==> config.mk <==
export PLATFORM = sky130hd
export DESIGN_NAME = vff_obstacle_steering
export DESIGN_NICKNAME = d
export VERILOG_FILES = /design/src/design/vos_pkg.sv /design/src/design/vff_obstacle_steering.sv /design/src/design/vos_ctrl.sv /design/src/design/vos_dpath.sv
export SDC_FILE = /design/constraint.sdc
export NUM_CORES = 2
export LEC_CHECK = 0
export ABC_CLOCK_PERIOD_IN_PS = 12560
export BUFFER_PORTS_ARGS = -buffer_cell sky130_fd_sc_hd__buf_4
export CAP_MARGIN = 40
export CELL_PAD_IN_SITES_DETAIL_PLACEMENT = 1
export CELL_PAD_IN_SITES_GLOBAL_PLACEMENT = 2
export CORE_MARGIN = 2
export CORE_UTILIZATION = 34
export DETAILED_ROUTE_END_ITERATION = 12
export PLACE_DENSITY = 0.79
export SETUP_SLACK_MARGIN = 0.3
export SLEW_MARGIN = 0
export SYNTH_ARGS = -nofsm -noshare
export SYNTH_HDL_FRONTEND = slang
export SYNTH_SLANG_ARGS = --single-unit
==> constraint.sdc <==
create_clock -name aclk -period 12.56 [get_ports aclk]
set_input_delay 3.14 -clock aclk [delete_from_list [all_inputs] [get_ports aclk]]
set_output_delay 3.14 -clock aclk [all_outputs]
set_load 0.03 [all_outputs]
==> src/design/vos_pkg.sv <==
// Shared constants, types and helper functions of the obstacle steering block.
`default_nettype none
package vos_pkg;

    localparam int CORDIC_STEPS = 16;
    localparam int CORDIC_ITERS = (CORDIC_STEPS < 24) ? CORDIC_STEPS : 24;

    localparam int XY_W   = 38;
    localparam int Z_W    = 21;
    localparam int ANG_W  = 17;
    localparam int CNT_W  = 5;

    localparam logic signed [ANG_W-1:0] PI_Q13      = 17'sd25736;
    localparam logic signed [17:0]      TWO_PI_Q13  = 18'sd51472;
    localparam logic signed [Z_W-1:0]   PI_Q16      = 21'sd205887;
    localparam logic signed [Z_W-1:0]   HALF_PI_Q16 = 21'sd102944;
    localparam logic [15:0]             CORDIC_GAIN = 16'd39797;
    localparam logic [15:0]             MAG_SCALE   = 16'd1000;
    // Shift of the folded angle when the 24-bit beam angle wraps (2pi minus 2^24 mod 2pi).
    localparam logic signed [17:0]      WRAP_ADJ    = 18'sd2656;

    localparam logic [2:0] REG_ATT_GAIN  = 3'd0;
    localparam logic [2:0] REG_REP_GAIN  = 3'd1;
    localparam logic [2:0] REG_THRESHOLD = 3'd2;
    localparam logic [2:0] REG_MAX_LIN   = 3'd3;
    localparam logic [2:0] REG_MAX_ANG   = 3'd4;
    localparam logic [2:0] REG_ANG_START = 3'd5;
    localparam logic [2:0] REG_ANG_STEP  = 3'd6;

    typedef enum logic [3:0] {
        OP_NOP,
        OP_MUL_MAG,
        OP_DIV_LOAD_MAG,
        OP_DIV_STEP,
        OP_MUL_ROT,
        OP_ROT_LOAD,
        OP_ROT_STEP,
        OP_MUL_LIN,
        OP_DIV_LOAD_LIN,
        OP_VEC_LOAD,
        OP_VEC_STEP,
        OP_WRITE
    } dp_op_t;

    typedef struct packed {
        dp_op_t           op;
        logic [CNT_W-1:0] idx;
    } dp_cmd_t;

    typedef struct packed {
        logic rep_active;
    } dp_stat_t;

    // Arctangent of 2^-i in Q16 radians.
    function automatic logic [16:0] atan_q16(input logic [CNT_W-1:0] i);
        logic [16:0] v;
        case (i)
            5'd0:    v = 17'd51472;
            5'd1:    v = 17'd30386;
            5'd2:    v = 17'd16055;
            5'd3:    v = 17'd8150;
            5'd4:    v = 17'd4091;
            5'd5:    v = 17'd2047;
            5'd6:    v = 17'd1024;
            5'd7:    v = 17'd512;
            5'd8:    v = 17'd256;
            5'd9:    v = 17'd128;
            5'd10:   v = 17'd64;
            5'd11:   v = 17'd32;
            5'd12:   v = 17'd16;
            5'd13:   v = 17'd8;
            5'd14:   v = 17'd4;
            5'd15:   v = 17'd2;
            5'd16:   v = 17'd1;
            default: v = 17'd0;
        endcase
        return v;
    endfunction

    // Fold an angle within one turn of [-pi, pi) back into [-pi, pi).
    function automatic logic signed [ANG_W-1:0] wrap_once(input logic signed [17:0] a);
        logic signed [17:0] r;
        r = a;
        if (a >= 18'sd25736) begin
            r = a - TWO_PI_Q13;
        end else if (a < -18'sd25736) begin
            r = a + TWO_PI_Q13;
        end
        return r[ANG_W-1:0];
    endfunction

endpackage
`default_nettype wire

==> src/design/vff_obstacle_steering.sv <==
// Top level of the virtual force field obstacle steering block.
`default_nettype none
// Usage:
//   The slave stream carries one lidar beam per word: tdata holds the range
//   in millimeters, tuser flags a finite reading and tlast marks the final
//   beam of a scan. Beams are taken one per cycle while a scan runs; the
//   beam angle starts at the angle_start register and advances by angle_step.
//   The last beam of a scan produces one master word: tdata holds linear
//   speed (low half) and angular speed (high half), tuser the obstacle flag.
//   After the last beam, s_tready stays low for the command computation:
//   two restoring divides plus two CORDIC passes of CORDIC_STEPS iterations
//   with an obstacle at nonzero distance, one divide and one CORDIC pass
//   without one. The shared divider and the single CORDIC unit run these
//   steps one after another. A new scan may start while the result word still
//   waits in the output register; a following result waits until m_tready
//   frees that register. Registers load through cfg_wr_en/cfg_addr/cfg_wdata.
//   Synchronous active-low reset restores register defaults, rearms the scan
//   and empties the output register.
module vff_obstacle_steering (
    input  wire logic        aclk,
    input  wire logic        aresetn,
    input  wire logic        cfg_wr_en,
    input  wire logic [2:0]  cfg_addr,
    input  wire logic [15:0] cfg_wdata,
    input  wire logic        s_tvalid,
    output logic             s_tready,
    input  wire logic [15:0] s_tdata,   // [15:0] range_mm
    input  wire logic        s_tuser,   // [0] range_finite
    input  wire logic        s_tlast,   // last_sample
    output logic             m_tvalid,
    input  wire logic        m_tready,
    output logic [31:0]      m_tdata,   // [15:0] lin_speed, [31:16] turn_rate
    output logic             m_tuser    // [0] obs_flag
);
    import vos_pkg::*;

    dp_cmd_t     cmd;
    dp_stat_t    stat;
    logic        in_fire;
    logic [15:0] lin, ang;

    assign in_fire = s_tvalid && s_tready;

    vos_ctrl u_ctrl (
        .aclk      (aclk),
        .aresetn   (aresetn),
        .in_valid  (s_tvalid),
        .in_last   (s_tlast),
        .in_ready  (s_tready),
        .out_ready (m_tready),
        .out_valid (m_tvalid),
        .stat      (stat),
        .cmd       (cmd)
    );

    vos_dpath u_dpath (
        .aclk         (aclk),
        .aresetn      (aresetn),
        .cfg_wr_en    (cfg_wr_en),
        .cfg_addr     (cfg_addr),
        .cfg_wdata    (cfg_wdata),
        .in_fire      (in_fire),
        .range_mm     (s_tdata),
        .range_finite (s_tuser),
        .in_last      (s_tlast),
        .cmd          (cmd),
        .stat         (stat),
        .lin_speed    (lin),
        .turn_rate    (ang),
        .obs_flag     (m_tuser)
    );

    assign m_tdata = {ang, lin};

endmodule
`default_nettype wire

==> src/design/vos_ctrl.sv <==
// Sequencer of the end-of-scan command computation.
`default_nettype none
module vos_ctrl (
    input  wire logic            aclk,
    input  wire logic            aresetn,
    input  wire logic            in_valid,
    input  wire logic            in_last,
    output logic                 in_ready,
    input  wire logic            out_ready,
    output logic                 out_valid,
    input  wire vos_pkg::dp_stat_t stat,
    output vos_pkg::dp_cmd_t     cmd
);
    import vos_pkg::*;

    typedef enum logic [12:0] {
        S_IDLE     = 13'b0000000000001,
        S_MUL_MAG  = 13'b0000000000010,
        S_DIVL_MAG = 13'b0000000000100,
        S_DIV_MAG  = 13'b0000000001000,
        S_MUL_ROT  = 13'b0000000010000,
        S_ROT_LOAD = 13'b0000000100000,
        S_ROT      = 13'b0000001000000,
        S_MUL_LIN  = 13'b0000010000000,
        S_DIVL_LIN = 13'b0000100000000,
        S_DIV_LIN  = 13'b0001000000000,
        S_VEC_LOAD = 13'b0010000000000,
        S_VEC      = 13'b0100000000000,
        S_OUT      = 13'b1000000000000
    } state_t;

    state_t           state_reg, state_next;
    logic [CNT_W-1:0] cnt_reg, cnt_next;
    logic             valid_reg, valid_next;
    logic             div_done, cor_done, in_fire;

    assign in_ready  = (state_reg == S_IDLE);
    assign out_valid = valid_reg;
    assign in_fire   = in_valid && in_ready;
    assign div_done  = (cnt_reg == {CNT_W{1'b1}});
    assign cor_done  = (cnt_reg == CNT_W'(CORDIC_ITERS - 1));

    always_comb begin
        state_next = state_reg;
        cnt_next   = cnt_reg;
        valid_next = valid_reg && !out_ready;
        cmd.op     = OP_NOP;
        cmd.idx    = cnt_reg;
        case (state_reg)
            S_IDLE: begin
                if (in_fire && in_last) begin
                    state_next = S_MUL_MAG;
                end
            end
            S_MUL_MAG: begin
                cmd.op     = OP_MUL_MAG;
                state_next = stat.rep_active ? S_DIVL_MAG : S_MUL_LIN;
            end
            S_DIVL_MAG: begin
                cmd.op     = OP_DIV_LOAD_MAG;
                cnt_next   = '0;
                state_next = S_DIV_MAG;
            end
            S_DIV_MAG: begin
                cmd.op   = OP_DIV_STEP;
                cnt_next = cnt_reg + 1'b1;
                if (div_done) begin
                    state_next = S_MUL_ROT;
                end
            end
            S_MUL_ROT: begin
                cmd.op     = OP_MUL_ROT;
                state_next = S_ROT_LOAD;
            end
            S_ROT_LOAD: begin
                cmd.op     = OP_ROT_LOAD;
                cnt_next   = '0;
                state_next = S_ROT;
            end
            S_ROT: begin
                cmd.op   = OP_ROT_STEP;
                cnt_next = cnt_reg + 1'b1;
                if (cor_done) begin
                    state_next = S_MUL_LIN;
                end
            end
            S_MUL_LIN: begin
                cmd.op     = OP_MUL_LIN;
                state_next = S_DIVL_LIN;
            end
            S_DIVL_LIN: begin
                cmd.op     = OP_DIV_LOAD_LIN;
                cnt_next   = '0;
                state_next = S_DIV_LIN;
            end
            S_DIV_LIN: begin
                cmd.op   = OP_DIV_STEP;
                cnt_next = cnt_reg + 1'b1;
                if (div_done) begin
                    state_next = S_VEC_LOAD;
                end
            end
            S_VEC_LOAD: begin
                cmd.op     = OP_VEC_LOAD;
                cnt_next   = '0;
                state_next = S_VEC;
            end
            S_VEC: begin
                cmd.op   = OP_VEC_STEP;
                cnt_next = cnt_reg + 1'b1;
                if (cor_done) begin
                    state_next = S_OUT;
                end
            end
            S_OUT: begin
                // hold until the output word slot is free
                if (!valid_reg || out_ready) begin
                    cmd.op     = OP_WRITE;
                    valid_next = 1'b1;
                    state_next = S_IDLE;
                end
            end
            default: begin
                state_next = S_IDLE;
            end
        endcase
    end

    always_ff @(posedge aclk) begin
        if (!aresetn) begin
            state_reg <= S_IDLE;
            cnt_reg   <= '0;
            valid_reg <= 1'b0;
        end else begin
            state_reg <= state_next;
            cnt_reg   <= cnt_next;
            valid_reg <= valid_next;
        end
    end

    a_busy_after_last: assert property (@(posedge aclk) disable iff (!aresetn)
        (in_fire && in_last) |=> !in_ready)
        else $error("input taken right after a last sample");
    a_write_slot_free: assert property (@(posedge aclk) disable iff (!aresetn)
        (cmd.op == OP_WRITE) |-> (!valid_reg || out_ready))
        else $error("result overwrote an undelivered word");
    a_rot_from_zero: assert property (@(posedge aclk) disable iff (!aresetn)
        (state_reg == S_ROT_LOAD) |=> (cnt_reg == '0))
        else $error("rotation did not start at step zero");
    a_vec_from_zero: assert property (@(posedge aclk) disable iff (!aresetn)
        (state_reg == S_VEC_LOAD) |=> (cnt_reg == '0))
        else $error("vectoring did not start at step zero");

endmodule
`default_nettype wire

==> src/design/vos_dpath.sv <==
// Scan tracking, configuration registers, divider, multiplier and CORDIC datapath.
`default_nettype none
module vos_dpath (
    input  wire logic              aclk,
    input  wire logic              aresetn,
    input  wire logic              cfg_wr_en,
    input  wire logic [2:0]        cfg_addr,
    input  wire logic [15:0]       cfg_wdata,
    input  wire logic              in_fire,
    input  wire logic [15:0]       range_mm,
    input  wire logic              range_finite,
    input  wire logic              in_last,
    input  wire vos_pkg::dp_cmd_t  cmd,
    output vos_pkg::dp_stat_t      stat,
    output logic [15:0]            lin_speed,
    output logic [15:0]            turn_rate,
    output logic                   obs_flag
);
    import vos_pkg::*;

    // configuration
    logic [15:0] att_gain_reg, rep_gain_reg, thr_reg, max_lin_reg, ang_start_reg;
    logic [14:0] max_ang_reg, ang_step_reg;

    // scan tracking
    logic [15:0]             near_range_reg;
    logic signed [ANG_W-1:0] near_angle_reg, wrap_reg;
    logic                    found_reg, started_reg;
    logic [23:0]             beam_reg;

    // snapshot of the finished scan
    logic [15:0]             snap_range_reg;
    logic signed [ANG_W-1:0] snap_angle_reg;
    logic                    snap_found_reg;

    // arithmetic
    logic [31:0]            prod_reg, div_q_reg;
    logic [15:0]            div_rem_reg, div_d_reg, lin_reg;
    logic signed [XY_W-1:0] x_reg, y_reg;
    logic signed [Z_W-1:0]  z_reg;
    logic                   flip_reg, zero_reg;
    logic [15:0]            lin_out_reg, ang_out_reg;
    logic                   found_out_reg;

    logic        start_wr, rearm_cfg, hit;
    logic [15:0] rearm_src;
    logic [23:0] rearm_beam, step24, beam_next;
    logic signed [ANG_W-1:0] rearm_wrap, wrap_next;
    logic signed [24:0] sum25;
    logic signed [17:0] adj, wsum;
    logic [15:0] mul_a, mul_b, mag_sat;
    logic [16:0] div_rs;
    logic        div_ge;
    logic signed [Z_W-1:0]  z_init, at;
    logic signed [XY_W-1:0] xs, ys, px, py, rx, ry, ag_ext;
    logic        pos, rep;
    logic signed [Z_W-1:0]  zr;
    logic signed [17:0]     w, mx;

    assign start_wr  = cfg_wr_en && (cfg_addr == REG_ANG_START);
    assign rearm_cfg = start_wr && !started_reg;
    assign rearm_src = rearm_cfg ? cfg_wdata : ang_start_reg;
    assign rearm_beam = {{8{rearm_src[15]}}, rearm_src};
    assign rearm_wrap = wrap_once({{2{rearm_src[15]}}, rearm_src});

    assign hit = range_finite && (range_mm < thr_reg) && (range_mm < near_range_reg);

    // advance the beam angle and its folded copy together
    assign step24 = {{9{ang_step_reg[14]}}, ang_step_reg};
    assign sum25  = $signed({beam_reg[23], beam_reg}) + $signed({step24[23], step24});
    assign beam_next = sum25[23:0];
    always_comb begin
        adj = {{3{ang_step_reg[14]}}, ang_step_reg};
        if (!sum25[24] && sum25[23]) begin
            adj = adj + WRAP_ADJ;
        end else if (sum25[24] && !sum25[23]) begin
            adj = adj - WRAP_ADJ;
        end
    end
    assign wsum      = {wrap_reg[ANG_W-1], wrap_reg} + adj;
    assign wrap_next = wrap_once(wsum);

    assign rep = snap_found_reg && (snap_range_reg != 16'd0);
    assign stat.rep_active = rep;

    assign mag_sat = (div_q_reg[31:16] != 16'd0) ? 16'hFFFF : div_q_reg[15:0];

    always_comb begin
        case (cmd.op)
            OP_MUL_MAG: begin
                mul_a = rep_gain_reg;
                mul_b = MAG_SCALE;
            end
            OP_MUL_ROT: begin
                mul_a = mag_sat;
                mul_b = CORDIC_GAIN;
            end
            default: begin
                mul_a = max_lin_reg;
                mul_b = snap_range_reg;
            end
        endcase
    end

    assign div_rs = {div_rem_reg, div_q_reg[31]};
    assign div_ge = (div_rs >= {1'b0, div_d_reg});

    always_comb begin
        z_init = $signed({{(Z_W-ANG_W-3){snap_angle_reg[ANG_W-1]}}, snap_angle_reg, 3'b000});
    end

    assign at = $signed({{(Z_W-17){1'b0}}, atan_q16(cmd.idx)});
    assign xs = x_reg >>> cmd.idx;
    assign ys = y_reg >>> cmd.idx;
    assign pos = (cmd.op == OP_VEC_STEP) ? y_reg[XY_W-1] : !z_reg[Z_W-1];

    assign px = flip_reg ? -x_reg : x_reg;
    assign py = flip_reg ? -y_reg : y_reg;
    assign ag_ext = $signed({{(XY_W-32){1'b0}}, att_gain_reg, 16'd0});
    assign rx = rep ? (ag_ext - px) : ag_ext;
    assign ry = rep ? -py : '0;

    assign zr = (z_reg + 21'sd4) >>> 3;
    assign w  = zr[17:0];
    assign mx = {3'b000, max_ang_reg};

    always_ff @(posedge aclk) begin
        if (!aresetn) begin
            att_gain_reg   <= 16'd4096;
            rep_gain_reg   <= 16'd6144;
            thr_reg        <= 16'd1500;
            max_lin_reg    <= 16'd2048;
            max_ang_reg    <= 15'd8192;
            ang_start_reg  <= 16'h9B78;
            ang_step_reg   <= 15'd143;
            near_range_reg <= 16'hFFFF;
            near_angle_reg <= '0;
            found_reg      <= 1'b0;
            started_reg    <= 1'b0;
            beam_reg       <= 24'hFF9B78;
            wrap_reg       <= -PI_Q13;
        end else begin
            if (cfg_wr_en) begin
                case (cfg_addr)
                    REG_ATT_GAIN:  att_gain_reg  <= cfg_wdata;
                    REG_REP_GAIN:  rep_gain_reg  <= cfg_wdata;
                    REG_THRESHOLD: thr_reg       <= cfg_wdata;
                    REG_MAX_LIN:   max_lin_reg   <= cfg_wdata;
                    REG_MAX_ANG:   max_ang_reg   <= cfg_wdata[14:0];
                    REG_ANG_START: ang_start_reg <= cfg_wdata;
                    REG_ANG_STEP:  ang_step_reg  <= cfg_wdata[14:0];
                    default: ;
                endcase
            end
            if (in_fire && in_last) begin
                near_range_reg <= 16'hFFFF;
                near_angle_reg <= '0;
                found_reg      <= 1'b0;
                started_reg    <= 1'b0;
                beam_reg       <= rearm_beam;
                wrap_reg       <= rearm_wrap;
            end else if (in_fire) begin
                started_reg <= 1'b1;
                beam_reg    <= beam_next;
                wrap_reg    <= wrap_next;
                if (hit) begin
                    near_range_reg <= range_mm;
                    near_angle_reg <= wrap_reg;
                    found_reg      <= 1'b1;
                end
            end else if (rearm_cfg) begin
                beam_reg <= rearm_beam;
                wrap_reg <= rearm_wrap;
            end
        end
    end

    always_ff @(posedge aclk) begin
        if (in_fire && in_last) begin
            snap_range_reg <= hit ? range_mm : near_range_reg;
            snap_angle_reg <= hit ? wrap_reg : near_angle_reg;
            snap_found_reg <= hit || found_reg;
        end
        case (cmd.op)
            OP_MUL_MAG, OP_MUL_ROT, OP_MUL_LIN: begin
                prod_reg <= mul_a * mul_b;
            end
            OP_DIV_LOAD_MAG: begin
                div_rem_reg <= '0;
                div_q_reg   <= prod_reg;
                div_d_reg   <= snap_range_reg;
            end
            OP_DIV_LOAD_LIN: begin
                div_rem_reg <= '0;
                div_q_reg   <= prod_reg;
                div_d_reg   <= thr_reg;
            end
            OP_DIV_STEP: begin
                div_rem_reg <= div_ge ? 16'(div_rs - {1'b0, div_d_reg}) : div_rs[15:0];
                div_q_reg   <= {div_q_reg[30:0], div_ge};
            end
            OP_ROT_LOAD: begin
                x_reg <= $signed({{(XY_W-32){1'b0}}, prod_reg});
                y_reg <= '0;
                if (z_init > HALF_PI_Q16) begin
                    z_reg    <= z_init - PI_Q16;
                    flip_reg <= 1'b1;
                end else if (z_init < -HALF_PI_Q16) begin
                    z_reg    <= z_init + PI_Q16;
                    flip_reg <= 1'b1;
                end else begin
                    z_reg    <= z_init;
                    flip_reg <= 1'b0;
                end
            end
            OP_ROT_STEP, OP_VEC_STEP: begin
                if (pos) begin
                    x_reg <= x_reg - ys;
                    y_reg <= y_reg + xs;
                    z_reg <= z_reg - at;
                end else begin
                    x_reg <= x_reg + ys;
                    y_reg <= y_reg - xs;
                    z_reg <= z_reg + at;
                end
            end
            OP_VEC_LOAD: begin
                lin_reg  <= snap_found_reg ? div_q_reg[15:0] : max_lin_reg;
                zero_reg <= (rx == '0) && (ry == '0);
                if (rx < 0) begin
                    z_reg <= ry[XY_W-1] ? -PI_Q16 : PI_Q16;
                    x_reg <= -rx;
                    y_reg <= -ry;
                end else begin
                    z_reg <= '0;
                    x_reg <= rx;
                    y_reg <= ry;
                end
            end
            OP_WRITE: begin
                lin_out_reg   <= lin_reg;
                found_out_reg <= snap_found_reg;
                if (zero_reg) begin
                    ang_out_reg <= '0;
                end else if (w > mx) begin
                    ang_out_reg <= mx[15:0];
                end else if (w < -mx) begin
                    ang_out_reg <= 16'(-mx);
                end else begin
                    ang_out_reg <= w[15:0];
                end
            end
            default: ;
        endcase
    end

    assign lin_speed = lin_out_reg;
    assign turn_rate = ang_out_reg;
    assign obs_flag  = found_out_reg;

endmodule
`default_nettype wire

== Word level (Yosys, flattened, before mapping) ==
Memories as Yosys holds them, arrays and structs flattened. A register that Yosys moved wholly into a read port is not among the register bits.
Cells that the tools add are included.

* Eq/ne operators: 38
* $lt $le $gt $ge: 12
* Muxes and demuxes: 58
* $mul: 1
* Reduce and logical (&&, ||, !) cells: 46
* Shift-type cells: 2
* Add/subtract/negate cells: 26
* Bitwise logic cells: 1

{| class="wikitable"
|+ Operator list
! kind !! count
|-
| 2-to-1 mux 38 bit || 8
|-
| one-hot mux 38 bit (3 select lines) || 2
|-
| negation 38 bit || 5
|-
| one-hot mux 13 bit (13 select lines) || 1
|-
| 2-to-1 mux 17 bit || 8
|-
| one-hot mux 16 bit (2 select lines) || 4
|-
| 2-to-1 mux 21 bit || 5
|-
| 2-to-1 mux 16 bit || 6
|-
| 2-to-1 mux 13 bit || 6
|-
| adder 38 bit || 2
|-
| zero test 38 bit || 2
|-
| >>> shifter 38 x 5 -> 38 bit || 2
|-
| subtractor 38 bit || 2
|-
| 2-to-1 mux 24 bit || 3
|-
| one-hot mux 32 bit (2 select lines) || 1
|-
| one-hot mux 21 bit (3 select lines) || 1
|-
| one-hot mux 4 bit (11 select lines) || 1
|-
| less-than comparator 38 x 1 -> 1 bit (second input constant) || 1
|-
| subtractor 33 x 38 -> 38 bit || 1
|-
| 2-to-1 mux 18 bit || 2
|-
| less-than comparator 16 bit || 2
|-
| multiplier 16 x 16 -> 32 bit || 1
|-
| nonzero test 16 bit || 2
|-
| adder 24 x 15 -> 25 bit || 1
|-
| 66 further kinds || 115
|}

* Register bits after elaboration: 483
* Memories kept: 1
* ROM bits: 512
* Bits of input ports: 42
* Logic and storage cells: 218

{| class="wikitable"
|+ Memories
! memory !! depth !! width !! rd ports !! clocked after memory_dff !! write ports !! RTL line !! text
|-
| (name not given) || 32 || 16 || 1 || 1 || 0 || vos_pkg.sv:57 || <nowiki>case (i)</nowiki>
|}

== Longest topological paths before layout ==
* Depth after elaboration: 11
* Mapped depth: 35
* Depth with buffers taken out: 34

== Cells and area by module ==
Synthesis repeated with hierarchy kept, for this count alone.

* Cells, all modules: 6484
* Area total of the unflattened synthesis: 53578.9 um^2

{| class="wikitable"
|+ Modules (own cells, without submodules)
! module !! sequential area each (um^2) !! cells each !! instances !! area each (um^2)
|-
| vos_dpath || 12071.6 || 6349 || 1 || 52395.3
|-
| vos_ctrl || 380.4 || 134 || 1 || 1177.4
|-
| vff_obstacle_steering || 0.0 || 1 || 1 || 6.3
|}

== Worst setup path before layout ==
No wires, ideal clock.

* Path kind: register to register
* Start: register u_ctrl.state_reg[2]
* End: register u_dpath.x_reg[0] (enable)
* Cell stages (with the launch flop): 5
* Path slack: 3494 ps
* Path buffers: 0
* Library setup time: 686 ps
* Arrival time: 8379 ps
* Data required time: 11874 ps
* Cells stage by stage: dfxtp_1 > nor2_1 > or4b_2 > or4_1 > o21ai_0

* Cells in the longest elaborated chain, start to end: 6

{| class="wikitable"
|+ Ends and longest elaborated chain
! element !! RTL line !! text
|-
| start, declared || vos_ctrl.sv:32 || <nowiki>state_t state_reg, state_next;</nowiki>
|-
| start signal, assigned || vos_ctrl.sv:135 || <nowiki>state_reg <= state_next;</nowiki>
|-
| == test 13 x 4 -> 1 bit or == test 13 x 10 -> 1 bit (tied branches) || vos_ctrl.sv:49 || <nowiki>case (state_reg)</nowiki>
|-
| OR reduction 2 bit (no source line) || n/a ||
|-
| one-hot mux 4 bit (11 select lines) * || vos_ctrl.sv:49 ||
|-
| == test 4 x 3 -> 1 bit or == test 4 bit (tied branches) || vos_dpath.sv:184 || <nowiki>case (cmd.op)</nowiki>
|-
| OR reduction 2 bit || vos_dpath.sv:184 ||
|-
| nonzero test 3 bit (no source line) * || n/a ||
|-
| end signal, assigned || vos_dpath.sv:203 || <nowiki>x_reg <= $signed({{(XY_W-32){1'b0}}, prod_reg});</nowiki>
|-
| end signal, assigned || vos_dpath.sv:218 || <nowiki>x_reg <= x_reg - ys;</nowiki>
|-
| end signal, assigned || vos_dpath.sv:222 || <nowiki>x_reg <= x_reg + ys;</nowiki>
|-
| end, declared || vos_dpath.sv:39 || <nowiki>logic signed [XY_W-1:0] x_reg, y_reg;</nowiki>
|}

Mark *: on every way between the ends. The rest lies on a longest branch, timed or not.
A chain may end at the register's enable or synchronous reset.

== Worst setup path in the final report ==
* Start: register u_ctrl.state_reg[2]
* End: register u_dpath.prod_reg[28], data pin

* Cells in the longest elaborated chain, start to end: 6

{| class="wikitable"
|+ Ends and longest elaborated chain
! element !! RTL line !! text
|-
| == test 13 x 4 -> 1 bit or == test 13 x 10 -> 1 bit (tied branches) || vos_ctrl.sv:49 ||
|-
| OR reduction 2 bit (no source line) || n/a ||
|-
| one-hot mux 4 bit (11 select lines) * || vos_ctrl.sv:49 ||
|-
| == test 4 x 3 -> 1 bit or == test 4 x 1 -> 1 bit (tied branches) || vos_dpath.sv:89 || <nowiki>case (cmd.op)</nowiki>
|-
| one-hot mux 16 bit (2 select lines) || vos_dpath.sv:89 ||
|-
| multiplier 16 x 16 -> 32 bit * || vos_dpath.sv:186 || <nowiki>prod_reg <= mul_a * mul_b;</nowiki>
|-
| end signal, assigned || vos_dpath.sv:186 ||
|-
| end, declared || vos_dpath.sv:37 || <nowiki>logic [31:0] prod_reg, div_q_reg;</nowiki>
|}

Marks and branches as above.

==> qor.yml <==
clocking:
  cts_root_buffer: "clkbuf_16"
  cts_max_level: 2
  path_clk_slew_ns: 0.06
  cts_tree: "yes"
  cts_buffer_depth: 3
  numCtsBuffers: 61
  cts_resized: 0
  clock_sinks: 499
  cts_setup_buffers: 0
  clk_latency_ns: 0.74
  holdBufCountCts: 0
logic_synthesis:
  synth.top_cell.area_share_pct: 15.6
  synth_xor_area_share_pct: 8.50
  synth_cell_types: 100
  synth_simple_gate_area_share_pct: 18.2
  synth_flop_cell: "edfxtp_1"
  synth_top_family_by_area: "compound AO/OA/AOI/OAI gates"
  ys_top_cells_by_area: "edfxtp_1 (16%), ha_1 (8.5%), dfxtp_1 (8.3%)"
  syn_area_um2: 53500
  synth-seq-cells: 499
  synthAdderAreaFrac_pct: 16.0
  synth_edf_count: 278
  async_flop_share_pct: 0
  synth_compound_area_share_pct: 18.9
  synthCells: 6335
  syn_nets: 6940
  synthMuxAreaShare_pct: 8.91
  synth_seq_area_share_pct: 23.9
  yosysWarnings: 0
  yosys.area.top_type: "edfxtp_1"
  syn_area_per_cell_um2: 8.44
floorplanning:
  coreArea_um2: 156000
  initial_utilization_pct: 34.2
  io_pins: 77
  die_w_um: 401
  dieArea_um2: 161000
  std_cell_rows: 145
  fp.dieH_um: 401
power_and_ir_drop:
  p_total_mw: 5.80
  powerDensity_nw_per_um2: 99.5
  vdd_ir_drop_max_mv: 0.167
  p_leak_nw: 23.4
drt:
  totalWireLength_um: 193000
  detail-route-antenna-nets: 0
  via_count: 47900
  drtPass1Iterations: 6
  wl_per_cell_um: 23.2
  drc: 0
  initialDrtViolationCount: 3064
  via_per_inst: 5.76
job:
  max_cap_violations: 0
timing:
  tns_ns: 0
  setup_viol: 0
  fin_ws_ns: 2.15
  max_slew_margin_pct: 31.6
  max_clock_freq_mhz: 96.1
  period_share_pct: 82.9
  max_slew.worst_pin.slew_ns: 1.00
  fin_crit_ns: 10.41
  hold_viol: 0
  fin_skew_ns: 0.101
  rsz0062_at_grt: "false"
  finalMaxSlewViolations: 0
global_routing:
  antenna_found_initial: 8
  globalRoute.totalOverflow: 0
  grt_use_total_pct: 23.5
  grt_pass1_wl_um: 299000
  first_global_vias: 49200
  grt_max_degree: 73
cells_and_area:
  nNetsFinal: 6810
  area_delta_synth_final_pct: 8.97
  finish.instance_area_um2: 58300
  drive_gt1_share_pct: 9.22
  layout_common_cells: "nand2_1 (801), nor2_1 (461), inv_1 (425)"
  fin_cells: 8317
  final_common_cell: "nand2_1"
worst_setup_path:
  required_ns: 12.98
  path_delay_family: "simple AND/OR/NAND/NOR gates"
  cp_slowest_cell: "or3b_2"
  worstPathMaxFanout: 28
  slowest_delay_ns: 0.78
  end_kind: "flip-flop"
  startpoint_type: "flip-flop"
  crit_buf_inv: 3
  critPathMostFrequentCell: "fa_1"
  worstSetupPathType: "flip-flop to flip-flop"
  crit_arrival_ns: 10.83
placed_design:
  dp_cells: 8200
  placed_cell_area_um2: 56200
  dp_hpwl_um: 150000
  portBuffers: 76
  dp_slack_ns: 2.22
  gp_congestion: 0.935
status:
  status: "finished, final reports clean"
worst_hold_path:
  hold_path_class: "flip-flop to flip-flop"
-- worst register-to-register path: cells and delay by family, from the launching register on --
kind                     cells  cell delay (ns)
buffers and inverters        3             0.14
flip-flops                   1             0.34
AO/OA/AOI/OAI                8             2.91
adder cells (fa/ha/maj)      7             3.28
AND/OR/NAND/NOR              9             3.42
-- per-stage QoR --
stage,hold WS [ns],util (%)
after floorplan,0.400,-
after global placement,0.409,35.8
after detailed placement,0.407,36.0
after CTS,0.432,37.3
after global routing,0.447,37.3
final,0.430,37.3
-- cell families after synthesis --
family	Yosys count
compound gates	1547
xor+xnor	519
fa+ha+maj	563
buf+inv	794
flops	499
mux	336
simple gates	2077
-- routing by layer --
| layer | up-vias | wire length (um) | global-route usage, % |
|---|---|---|---|
| li1 | 22400 | - | - |
| met1 | 24100 | 86700 | 31.1 |
| met2 | 1105 | 90900 | 39.6 |
| met3 | 330 | 8110 | 2.42 |
| met4 | 10 | 7440 | 8.52 |
| met5 | - | 63 | 0 |
-- Yosys cell counts, drive strengths merged (16+ instances only) --
cell type,n
ha,363
nand3,150
o21ai,360
nor3b,18
o21bai,27
xnor2,291
o41ai,27
or4,32
a21oi,317
nand2,804
o31ai,62
a31oi,75
and2,49
nor4,49
or3,57
a21o,127
fa,200
mux4,98
xor2,228
nand2b,64
inv,429
o211ai,45
mux2,116
and3,67
buf,43
nand4,57
o22ai,60
dfxtp,221
nor2,468
mux2i,122
a211oi,37
clkbuf,320
nand3b,18
or2,29
a21boi,102
a22oi,56
o21a,53
nor3,111
o2111ai,16
nor2b,68
edfxtp,278
-- power by group --
group          leakage (nW)  internal, mW  total (mW)  switching, mW
Sequential             4.22          1.81        1.91          0.101
Combinational          18.1         0.792        2.01           1.22
Clock                  1.02          1.07        1.88          0.808
Total                  23.4          3.67        5.80           2.13
-- path summary, 6_finish.rpt --
path / start / to / slack, ns / depth (start not counted)
worst max-delay path: u_ctrl.state_reg[2] / u_dpath.prod_reg[28] / 2.15 / 27
worst min-delay path: u_dpath.lin_reg[7] / u_dpath.lin_speed[7] / 0.43 / 0
worst max register to register: u_ctrl.state_reg[2] / u_dpath.prod_reg[28] / 2.15 / 27
worst min register to register: u_dpath.lin_reg[7] / u_dpath.lin_speed[7] / 0.43 / 0
-- layout make-up --
cell class / instances / area (um^2)
Sequential cell: 499 / 12800
Fill cell: 18400 / 97900
Clock buffer: 79 / 1710
Tap cell: 2058 / 2570
Clock inverter: 37 / 420
Timing Repair Buffer: 170 / 1360
Antenna cell: 1 / 2.50
Inverter: 431 / 1620
Multi-Input combinational cell: 5042 / 37800
(Power assumes the default switching activity.)
